[config.mk]
export PLATFORM = sky130hd
export DESIGN_NAME = eight_bit_cpu_alu_with_flags
export DESIGN_NICKNAME = d
export VERILOG_FILES = /design/src/rtl/core/eba_pkg.sv /design/src/rtl/core/eight_bit_cpu_alu_with_flags.sv /design/src/rtl/core/eba_alu.sv
export VERILOG_INCLUDE_DIRS = /design/src /design/src/rtl/core
export SDC_FILE = /design/constraint.sdc
export NUM_CORES = 1
export LEC_CHECK = 0
export ABC_AREA = 1
export BUFFER_PORTS_ARGS = -buffer_cell sky130_fd_sc_hd__buf_2
export CORE_AREA = 2 2 155 119
export DETAILED_ROUTE_END_ITERATION = 10
export DIE_AREA = 0 0 157 121
export MAX_ROUTING_LAYER = met4
export PLACE_DENSITY_LB_ADDON = 0.08
export SLEW_MARGIN = 40
export SYNTH_ARGS = -nofsm -noshare
export SYNTH_HDL_FRONTEND = slang
export SYNTH_SLANG_ARGS = --single-unit
[constraint.sdc]
create_clock -name i_clk -period 6.4 [get_ports i_clk]
set_input_delay 0.64 -clock i_clk [delete_from_list [all_inputs] [get_ports i_clk]]
set_output_delay 0.64 -clock i_clk [all_outputs]
set_load 0.005 [all_outputs]
[src/rtl/core/assert_macros.svh]
// ----------------------------------------------------------------------------
// Assertion macros
// Shared concurrent assertion wrappers for the ALU block.
// ----------------------------------------------------------------------------
`ifndef ASSERT_MACROS_SVH
`define ASSERT_MACROS_SVH

`ifndef ASSERT_OFF

// Check that a condition holds at every clock edge out of reset
`define ASSERT_ALWAYS(label, clk, rst_n, cond) \
    label: assert property (@(posedge clk) disable iff (!rst_n) (cond)) \
        else $error("assertion failed");

// Check that an antecedent implies a consequent sequence
`define ASSERT_IMPLY(label, clk, rst_n, ante, cons) \
    label: assert property (@(posedge clk) disable iff (!rst_n) (ante) |-> cons) \
        else $error("assertion failed");

`else

`define ASSERT_ALWAYS(label, clk, rst_n, cond)
`define ASSERT_IMPLY(label, clk, rst_n, ante, cons)

`endif

`endif

[src/rtl/core/eba_pkg.sv]
// ----------------------------------------------------------------------------
// eba_pkg
// Operation codes, flag positions and field widths of the 8-bit CPU ALU.
// ----------------------------------------------------------------------------
package eba_pkg;

    localparam int unsigned OP_W   = 5;
    localparam int unsigned BYTE_W = 8;
    localparam int unsigned WORD_W = 16;
    localparam int unsigned FLAG_W = 4;
    localparam int unsigned BIDX_W = 3;

    // Flag bit positions
    localparam int unsigned FLAG_Z = 3;
    localparam int unsigned FLAG_N = 2;
    localparam int unsigned FLAG_H = 1;
    localparam int unsigned FLAG_C = 0;

    // Decimal adjust constants
    localparam logic [7:0] DAA_LIMIT = 8'h99;
    localparam logic [7:0] DAA_HI    = 8'h60;
    localparam logic [7:0] DAA_LO    = 8'h06;

    typedef enum logic [OP_W-1:0] {
        OP_ADD     = 5'd0,
        OP_ADC     = 5'd1,
        OP_SUB     = 5'd2,
        OP_SBC     = 5'd3,
        OP_AND     = 5'd4,
        OP_XOR     = 5'd5,
        OP_OR      = 5'd6,
        OP_CP      = 5'd7,
        OP_INC     = 5'd8,
        OP_DEC     = 5'd9,
        OP_RLC     = 5'd10,
        OP_RRC     = 5'd11,
        OP_RL      = 5'd12,
        OP_RR      = 5'd13,
        OP_SLA     = 5'd14,
        OP_SRA     = 5'd15,
        OP_SWAP    = 5'd16,
        OP_SRL     = 5'd17,
        OP_BIT     = 5'd18,
        OP_RES     = 5'd19,
        OP_SET     = 5'd20,
        OP_DAA     = 5'd21,
        OP_CPL     = 5'd22,
        OP_SCF     = 5'd23,
        OP_CCF     = 5'd24,
        OP_RLCA    = 5'd25,
        OP_RRCA    = 5'd26,
        OP_RLA     = 5'd27,
        OP_RRA     = 5'd28,
        OP_ADD16   = 5'd29,
        OP_ADDSPE8 = 5'd30
    } t_op;

endpackage

[src/rtl/core/eight_bit_cpu_alu_with_flags.sv]
// ----------------------------------------------------------------------------
// eight_bit_cpu_alu_with_flags
// 8-bit CPU ALU with flag update, registered on input and output.
// ----------------------------------------------------------------------------
// A beat is taken on each clock edge where start is high; busy never rises,
// so one operation can enter every cycle. The accepting edge loads the input
// register, and the result register then loads from the ALU. The result
// then sits on the outputs for one cycle with o_done high. The receiver
// cannot stall the block and must take each result in the cycle it is shown.
// ----------------------------------------------------------------------------
`include "assert_macros.svh"

module eight_bit_cpu_alu_with_flags (
    input  logic                       i_clk,
    input  logic                       i_rst_n,
    input  logic                       start,
    output logic                       busy,
    input  logic [eba_pkg::OP_W-1:0]   i_operation,
    input  logic [eba_pkg::BYTE_W-1:0] i_acc_value,
    input  logic [eba_pkg::BYTE_W-1:0] i_byte_operand,
    input  logic [eba_pkg::FLAG_W-1:0] i_flags_in,
    input  logic [eba_pkg::BIDX_W-1:0] i_bit_index,
    input  logic [eba_pkg::WORD_W-1:0] i_word_base,
    input  logic [eba_pkg::WORD_W-1:0] i_word_addend,
    output logic                       o_done,
    output logic [eba_pkg::BYTE_W-1:0] o_byte_result,
    output logic [eba_pkg::WORD_W-1:0] o_word_result,
    output logic [eba_pkg::FLAG_W-1:0] o_flags_out
);

    logic                       r_in_valid;
    logic [eba_pkg::OP_W-1:0]   r_operation;
    logic [eba_pkg::BYTE_W-1:0] r_acc_value;
    logic [eba_pkg::BYTE_W-1:0] r_byte_operand;
    logic [eba_pkg::FLAG_W-1:0] r_flags_in;
    logic [eba_pkg::BIDX_W-1:0] r_bit_index;
    logic [eba_pkg::WORD_W-1:0] r_word_base;
    logic [eba_pkg::WORD_W-1:0] r_word_addend;

    logic                       r_out_valid;
    logic [eba_pkg::BYTE_W-1:0] r_byte_result;
    logic [eba_pkg::WORD_W-1:0] r_word_result;
    logic [eba_pkg::FLAG_W-1:0] r_flags_out;

    logic [eba_pkg::BYTE_W-1:0] n_byte_result;
    logic [eba_pkg::WORD_W-1:0] n_word_result;
    logic [eba_pkg::FLAG_W-1:0] n_flags_out;

    logic                       accept;
    logic                       scf_in;
    logic                       carry_out;

    // Every cycle can take a new beat
    assign busy   = 1'b0;
    assign accept = start & ~busy;

    // Input stage valid
    always_ff @(posedge i_clk) begin
        if (!i_rst_n) begin
            r_in_valid <= 1'b0;
        end else begin
            r_in_valid <= accept;
        end
    end

    // Capture the operand beat
    always_ff @(posedge i_clk) begin
        if (accept) begin
            r_operation    <= i_operation;
            r_acc_value    <= i_acc_value;
            r_byte_operand <= i_byte_operand;
            r_flags_in     <= i_flags_in;
            r_bit_index    <= i_bit_index;
            r_word_base    <= i_word_base;
            r_word_addend  <= i_word_addend;
        end
    end

    eba_alu u_alu (
        .i_operation    (r_operation),
        .i_acc_value    (r_acc_value),
        .i_byte_operand (r_byte_operand),
        .i_flags_in     (r_flags_in),
        .i_bit_index    (r_bit_index),
        .i_word_base    (r_word_base),
        .i_word_addend  (r_word_addend),
        .o_byte_result  (n_byte_result),
        .o_word_result  (n_word_result),
        .o_flags_out    (n_flags_out)
    );

    // Result strobe
    always_ff @(posedge i_clk) begin
        if (!i_rst_n) begin
            r_out_valid <= 1'b0;
        end else begin
            r_out_valid <= r_in_valid;
        end
    end

    // Load the result register from the ALU when the input stage is valid
    always_ff @(posedge i_clk) begin
        if (r_in_valid) begin
            r_byte_result <= n_byte_result;
            r_word_result <= n_word_result;
            r_flags_out   <= n_flags_out;
        end
    end

    assign o_done        = r_out_valid;
    assign o_byte_result = r_byte_result;
    assign o_word_result = r_word_result;
    assign o_flags_out   = r_flags_out;

    // Terms for the set-carry check
    assign scf_in    = (i_operation == eba_pkg::OP_SCF);
    assign carry_out = o_flags_out[eba_pkg::FLAG_C];

    // Each accepted beat yields a strobe through the input and result registers
    `ASSERT_IMPLY(a_accept_done, i_clk, i_rst_n, accept, ##2 o_done)

    // No strobe without an accepted input beat behind it
    `ASSERT_IMPLY(a_done_origin, i_clk, i_rst_n, o_done, $past(accept, 2))

    // Set carry always leaves carry high
    `ASSERT_IMPLY(a_scf_carry, i_clk, i_rst_n, o_done && $past(scf_in, 2), carry_out)

endmodule

[src/rtl/core/eba_alu.sv]
// ----------------------------------------------------------------------------
// eba_alu
// Combinational datapath: byte result, word result and new flags for one op.
// ----------------------------------------------------------------------------
module eba_alu (
    input  logic [eba_pkg::OP_W-1:0]   i_operation,
    input  logic [eba_pkg::BYTE_W-1:0] i_acc_value,
    input  logic [eba_pkg::BYTE_W-1:0] i_byte_operand,
    input  logic [eba_pkg::FLAG_W-1:0] i_flags_in,
    input  logic [eba_pkg::BIDX_W-1:0] i_bit_index,
    input  logic [eba_pkg::WORD_W-1:0] i_word_base,
    input  logic [eba_pkg::WORD_W-1:0] i_word_addend,
    output logic [eba_pkg::BYTE_W-1:0] o_byte_result,
    output logic [eba_pkg::WORD_W-1:0] o_word_result,
    output logic [eba_pkg::FLAG_W-1:0] o_flags_out
);

    logic [7:0]  a;
    logic [7:0]  v;
    logic        cin;
    logic        f_z;
    logic        f_n;
    logic        f_h;
    logic        f_c;
    eba_pkg::t_op op;

    logic        use_c;
    logic [8:0]  add_sum;
    logic [4:0]  add_half;
    logic [8:0]  sub_diff;
    logic [4:0]  sub_half;

    logic [7:0]  shf_r;
    logic        shf_c;

    logic        daa_lo;
    logic        daa_hi;
    logic [7:0]  daa_adj;
    logic [7:0]  daa_r;

    logic [16:0] w16_sum;
    logic [12:0] w16_half;
    logic [15:0] sp_sum;
    logic [4:0]  sp_half;
    logic [8:0]  sp_low;

    assign a   = i_acc_value;
    assign v   = i_byte_operand;
    assign cin = i_flags_in[eba_pkg::FLAG_C];
    assign f_z = i_flags_in[eba_pkg::FLAG_Z];
    assign f_n = i_flags_in[eba_pkg::FLAG_N];
    assign f_h = i_flags_in[eba_pkg::FLAG_H];
    assign f_c = cin;
    assign op  = eba_pkg::t_op'(i_operation);

    // 8-bit add and subtract with optional carry in
    assign use_c    = cin & ((op == eba_pkg::OP_ADC) | (op == eba_pkg::OP_SBC));
    assign add_sum  = {1'b0, a} + {1'b0, v} + {8'd0, use_c};
    assign add_half = {1'b0, a[3:0]} + {1'b0, v[3:0]} + {4'd0, use_c};
    assign sub_diff = {1'b0, a} - {1'b0, v} - {8'd0, use_c};
    assign sub_half = {1'b0, a[3:0]} - {1'b0, v[3:0]} - {4'd0, use_c};

    // Rotates and shifts of the operand byte
    always_comb begin
        shf_r = v;
        shf_c = 1'b0;
        case (op)
            eba_pkg::OP_RLC, eba_pkg::OP_RLCA: begin
                shf_r = {v[6:0], v[7]};
                shf_c = v[7];
            end
            eba_pkg::OP_RRC, eba_pkg::OP_RRCA: begin
                shf_r = {v[0], v[7:1]};
                shf_c = v[0];
            end
            eba_pkg::OP_RL, eba_pkg::OP_RLA: begin
                shf_r = {v[6:0], cin};
                shf_c = v[7];
            end
            eba_pkg::OP_RR, eba_pkg::OP_RRA: begin
                shf_r = {cin, v[7:1]};
                shf_c = v[0];
            end
            eba_pkg::OP_SLA: begin
                shf_r = {v[6:0], 1'b0};
                shf_c = v[7];
            end
            eba_pkg::OP_SRA: begin
                shf_r = {v[7], v[7:1]};
                shf_c = v[0];
            end
            eba_pkg::OP_SWAP: begin
                shf_r = {v[3:0], v[7:4]};
                shf_c = 1'b0;
            end
            eba_pkg::OP_SRL: begin
                shf_r = {1'b0, v[7:1]};
                shf_c = v[0];
            end
            default: begin
                shf_r = v;
                shf_c = 1'b0;
            end
        endcase
    end

    // Decimal adjust after add or subtract
    assign daa_lo  = f_n ? f_h : (f_h | (a[3:0] > 4'd9));
    assign daa_hi  = f_n ? f_c : (f_c | (a > eba_pkg::DAA_LIMIT));
    assign daa_adj = (daa_hi ? eba_pkg::DAA_HI : 8'd0) | (daa_lo ? eba_pkg::DAA_LO : 8'd0);
    assign daa_r   = f_n ? (a - daa_adj) : (a + daa_adj);

    // 16-bit adds
    assign w16_sum  = {1'b0, i_word_base} + {1'b0, i_word_addend};
    assign w16_half = {1'b0, i_word_base[11:0]} + {1'b0, i_word_addend[11:0]};
    assign sp_sum   = i_word_base + {{8{v[7]}}, v};
    assign sp_half  = {1'b0, i_word_base[3:0]} + {1'b0, v[3:0]};
    assign sp_low   = {1'b0, i_word_base[7:0]} + {1'b0, v};

    // Select result and flags per operation
    always_comb begin
        o_byte_result = a;
        o_word_result = '0;
        o_flags_out   = i_flags_in;
        case (op)
            eba_pkg::OP_ADD, eba_pkg::OP_ADC: begin
                o_byte_result = add_sum[7:0];
                o_flags_out   = {add_sum[7:0] == 8'd0, 1'b0, add_half[4], add_sum[8]};
            end
            eba_pkg::OP_SUB, eba_pkg::OP_SBC: begin
                o_byte_result = sub_diff[7:0];
                o_flags_out   = {sub_diff[7:0] == 8'd0, 1'b1, sub_half[4], sub_diff[8]};
            end
            eba_pkg::OP_CP: begin
                o_flags_out = {sub_diff[7:0] == 8'd0, 1'b1, sub_half[4], sub_diff[8]};
            end
            eba_pkg::OP_AND: begin
                o_byte_result = a & v;
                o_flags_out   = {(a & v) == 8'd0, 1'b0, 1'b1, 1'b0};
            end
            eba_pkg::OP_XOR: begin
                o_byte_result = a ^ v;
                o_flags_out   = {(a ^ v) == 8'd0, 3'b000};
            end
            eba_pkg::OP_OR: begin
                o_byte_result = a | v;
                o_flags_out   = {(a | v) == 8'd0, 3'b000};
            end
            eba_pkg::OP_INC: begin
                o_byte_result = v + 8'd1;
                o_flags_out   = {v == 8'hFF, 1'b0, v[3:0] == 4'hF, f_c};
            end
            eba_pkg::OP_DEC: begin
                o_byte_result = v - 8'd1;
                o_flags_out   = {v == 8'h01, 1'b1, v[3:0] == 4'h0, f_c};
            end
            eba_pkg::OP_RLC, eba_pkg::OP_RRC, eba_pkg::OP_RL, eba_pkg::OP_RR,
            eba_pkg::OP_SLA, eba_pkg::OP_SRA, eba_pkg::OP_SWAP, eba_pkg::OP_SRL: begin
                o_byte_result = shf_r;
                o_flags_out   = {shf_r == 8'd0, 2'b00, shf_c};
            end
            eba_pkg::OP_RLCA, eba_pkg::OP_RRCA, eba_pkg::OP_RLA, eba_pkg::OP_RRA: begin
                o_byte_result = shf_r;
                o_flags_out   = {3'b000, shf_c};
            end
            eba_pkg::OP_BIT: begin
                o_flags_out = {~v[i_bit_index], 1'b0, 1'b1, f_c};
            end
            eba_pkg::OP_RES: begin
                o_byte_result = v & ~(8'd1 << i_bit_index);
            end
            eba_pkg::OP_SET: begin
                o_byte_result = v | (8'd1 << i_bit_index);
            end
            eba_pkg::OP_DAA: begin
                o_byte_result = daa_r;
                o_flags_out   = {daa_r == 8'd0, f_n, 1'b0, daa_hi};
            end
            eba_pkg::OP_CPL: begin
                o_byte_result = ~a;
                o_flags_out   = {f_z, 1'b1, 1'b1, f_c};
            end
            eba_pkg::OP_SCF: begin
                o_flags_out = {f_z, 2'b00, 1'b1};
            end
            eba_pkg::OP_CCF: begin
                o_flags_out = {f_z, 2'b00, ~f_c};
            end
            eba_pkg::OP_ADD16: begin
                o_word_result = w16_sum[15:0];
                o_flags_out   = {f_z, 1'b0, w16_half[12], w16_sum[16]};
            end
            eba_pkg::OP_ADDSPE8: begin
                o_word_result = sp_sum;
                o_flags_out   = {2'b00, sp_half[4], sp_low[8]};
            end
            default: begin
                o_byte_result = a;
                o_word_result = '0;
                o_flags_out   = i_flags_in;
            end
        endcase
    end

endmodule
==> results by group <==
Pwr
  – Power per standard cell area: 229 nW/um^2
  – Power after layout: around 2.0 mW
  – Psw: 791 uW
  – Sequential share of power: 0.376
  – Clock network fraction of design power: 0.262
  – P_int: 1.22 mW
  – Combinational share of power: 0.362
  – Sw Ratio: 0.393
  – Worst vdd ir: roughly 0.11 mV
  – Leak Pwr: 4.08 nW

Clock network
  – CTS Buffer Depth: 2
  – Hold buffer count at cts: 0
  – CTS buffer count: 9
  – Clock Latency Late Sink: 350 ps
  – Post-CTS sizing: 0
  – H-tree depth: 3
  – Clk sinks: 90
  – Post-CTS Setup Bufs: 0
  – CTS tree: built
  – Clk slew on worst S/H paths: 70 ps
  – Clock root buffer: clkbuf_16

Setup path
  – Reg-to-Reg Start: r_operation[4]
  – Crit path max fanout: 15
  – CP endpoint kind: flop
  – Most common cell on crit path: nand2_1
  – CP Launch Type: flop
  – Crit-path cells: inv_1 > nand2_1 > nor3_1 > inv_1 > fa_1 > fa_1 > or2_2 > nand2_1 > nand2_1 > xor2_1 > nor2_1 > nand2_1 > nor2_1 > nor3_1 > nand3_1
  – Reg2reg path depth: 15
  – CP Data Arrival Time: 4100 ps
  – CP Class: reg -> reg
  – R2r setup slk: 2400 ps
  – CP max-delay cell: edfxtp_1
  – Slowest Stage Delay on Critical Path: between 500 and 600 ps
  – Worst R2R End: o_flags_out[3]
  – Crit path required time: ~6500 ps

Synthesis
  – Top cells by instance count after synthesis: 257 x nand2_1, 114 x inv_1, 104 x nor2_1
  – Post-synthesis net count: 1182
  – Largest cells by area after synthesis: edfxtp_1 34%, nand2_1 12%, ha_1 12%, nand3_1 5.7%, inv_1 5.5%
  – Post-synth top area cell: edfxtp_1
  – Main synth FF type: edfxtp_1
  – Compound-Gate Fraction of Synth Area: 0.140
  – Simple-gate share of the synthesized area: 0.286
  – Largest family of logic cells by synthesized area: simple AND/OR/NAND/NOR gates
  – Post-Synth XOR/XNOR Area: 0.0215
  – Post-Synth Adder-Cell Area: 0.135
  – Synth unique cells: 45
  – Post-synth design cell area: approximately 7800 sq um
  – Register area share after synthesis: 0.346
  – EDFF count, synth: between 80 and 90
  – Post-synth top area share: 0.341
  – Synth warn: 0
  – Gate Count Post-Synth: 1039
  – Mean area per synthesized cell: 7.46 sq um
  – #FFs+latches synth: 90
  – Mux contribution to synthesized area: 0
  – Ys async rst share: 0
  – Count leader, synth: nand2_1

Drt
  – DRC: 0
  – Initial DRC count: 897
  – Via-to-Cell Ratio: ~5.6
  – Final WL: 26700 um
  – 1st-pass router iterations: 6
  – Wire per inst: 19.3 um
  – Antenna Violating Nets Remaining: 0
  – Via count: 7778

Timing
  – Final hold viol count: 0
  – Skew final: 9.71 ps
  – PnR worst setup slack: about 2400 ps
  – Minimum hold slack: between 400 and 500 ps
  – Final setup viols: 0
  – RSZ-0062 raised after global routing: false
  – Worst slew pin tran: roughly 760 ps
  – FMAX: 250 MHz
  – Post-layout minimum cycle time: 4000 ps
  – Slew margin rel.: 0.495
  – Final period util: 0.626
  – Max Slew Vio Count: 0
  – Setup TNS: 0 ps

Worst hold path
  – Worst hold path class: reg -> reg
  – Hold Startpoint: r_in_valid
  – Worst Hold Depth: 2
  – Hold endpoint: o_done

Die
  – Die width: roughly 160 um
  – Initial Utilization: 0.446
  – Core area: 17400 sq um
  – I/O Pins: 93
  – Die Ht: 121 um
  – DIE AREA: about 19000 sq um
  – Floorplan row count: 42

Global route
  – GR Overflow Total: 0
  – Vias in the first global route: approximately 6800
  – Met3 usage: 0.0832
  – GR met2 Demand/Resource: 0.352
  – Met1 Track Usage GR: 0.477
  – Largest net degree at the start of global routing: 62
  – GRT Total Usage: 0.294
  – Most used routing layer: met1
  – First-pass GRT wire length: 40200 um
  – Initial antenna violation count: 0

Layout
  – Layout Utilization: 0.505
  – Share of cells above drive strength 1: 0.123
  – Finished Cell Area: 8780 sq um
  – Antenna diodes: 0
  – Final net count: 1275
  – Post-route non-filler standard cell count: 1379
  – Area growth, synth to finish: 13.3%

Placement
  – Pre-CTS setup slack: between 2000 and 2500 ps
  – Routability-driven placement congestion ratio: 1.07
  – Placed instance count: 1363
  – DP Area: 8480 sq um
  – Port Buffers: 91
  – HPWL Detailed: 21400 um

Outcome
  – Outcome: finished, final reports clean

Job
  – Max-Cap Viols: 0
-- cells in the final DEF (no fill, tap or decap), types with 14 or more instances in the layout --
cell,count
o21ai_0,62
edfxtp_1,88
nand3_1,88
ha_1,74
buf_2,91
nand4_1,28
nor3_1,15
nand2_1,257
nor2_1,103
o22ai_1,14
inv_1,114
a21oi_1,68
xor2_1,15
-- layer usage --
layer / part of all wire / up-vias
li1: - / 3756
met1: 0.50 / 3563
met2: 0.36 / 439
met3: 0.13 / 20
met4: 0.0085 / 0
met5: 0 / -
-- cell type report --
cell class	instances	area [sq um]
inverters	125	469
well taps	242	303
clock inverters	7	76.3
multi-input cells	809	4530
clock buffers	9	225
fillers	1714	8610
flip-flops and latches	90	2680
repair buffers	97	500
-- how the worst max path moves through the flow --
| stage | slack (ps) | depth (start not counted) | startpoint | endpoint |
|---|---|---|---|---|
| 2_1_floorplan | 3230 | 15 | r_operation[2] | o_flags_out[3] |
| 3_3_place_gp | 2510 | 15 | r_operation[4] | o_flags_out[3] |
| 3_5_place_dp | 2470 | 15 | r_operation[4] | o_flags_out[3] |
| 4_1_cts | 2450 | 15 | r_operation[4] | o_flags_out[3] |
| 5_1_grt | 2110 | 15 | r_operation[4] | o_flags_out[3] |
| 6_report | 2400 | 15 | r_operation[4] | o_flags_out[3] |
-- logic make-up after synthesis --
family,Yosys count
AOI/OAI and AO/OA,193
DFF,90
and+or+nand+nor,516
other,1
adders and majority gates,80
xor gates and xnor gates,19
buffers and inverters,140
-- power groups by stage --
| stage | Combinational (mW) | Sequential, mW | Clock (mW) |
|---|---|---|---|
| CTS | 0.706 | 0.756 | 0.543 |
| detailed placement | 0.702 | 0.768 | 0 |
| finish | 0.729 | 0.757 | 0.528 |
| global placement | 0.710 | 0.769 | 0 |
| global route | 0.813 | 0.762 | 0.563 |
| floorplan | 0.480 | 0.752 | 0 |
-- sequential cells by signal (all words and copies together), names as in the netlist, 3 cells and up --
signal and count:
r_operation 5, r_byte_operand 8, r_acc_value 8, o_flags_out 4, r_word_addend 16, o_word_result 16, r_bit_index 3, o_byte_result 8
r_word_base 16, r_flags_in 4
-- worst max-delay path, delay by kind of cell (launching register included) --
family                   cells  cell delay [ps]
AND/OR/NAND/NOR             10             1580
adder cells (fa/ha/maj)      2              850
flip-flops                   1              560
buffers and inverters        2              550
XOR/XNOR                     1              200
(Power assumes the default switching activity.)
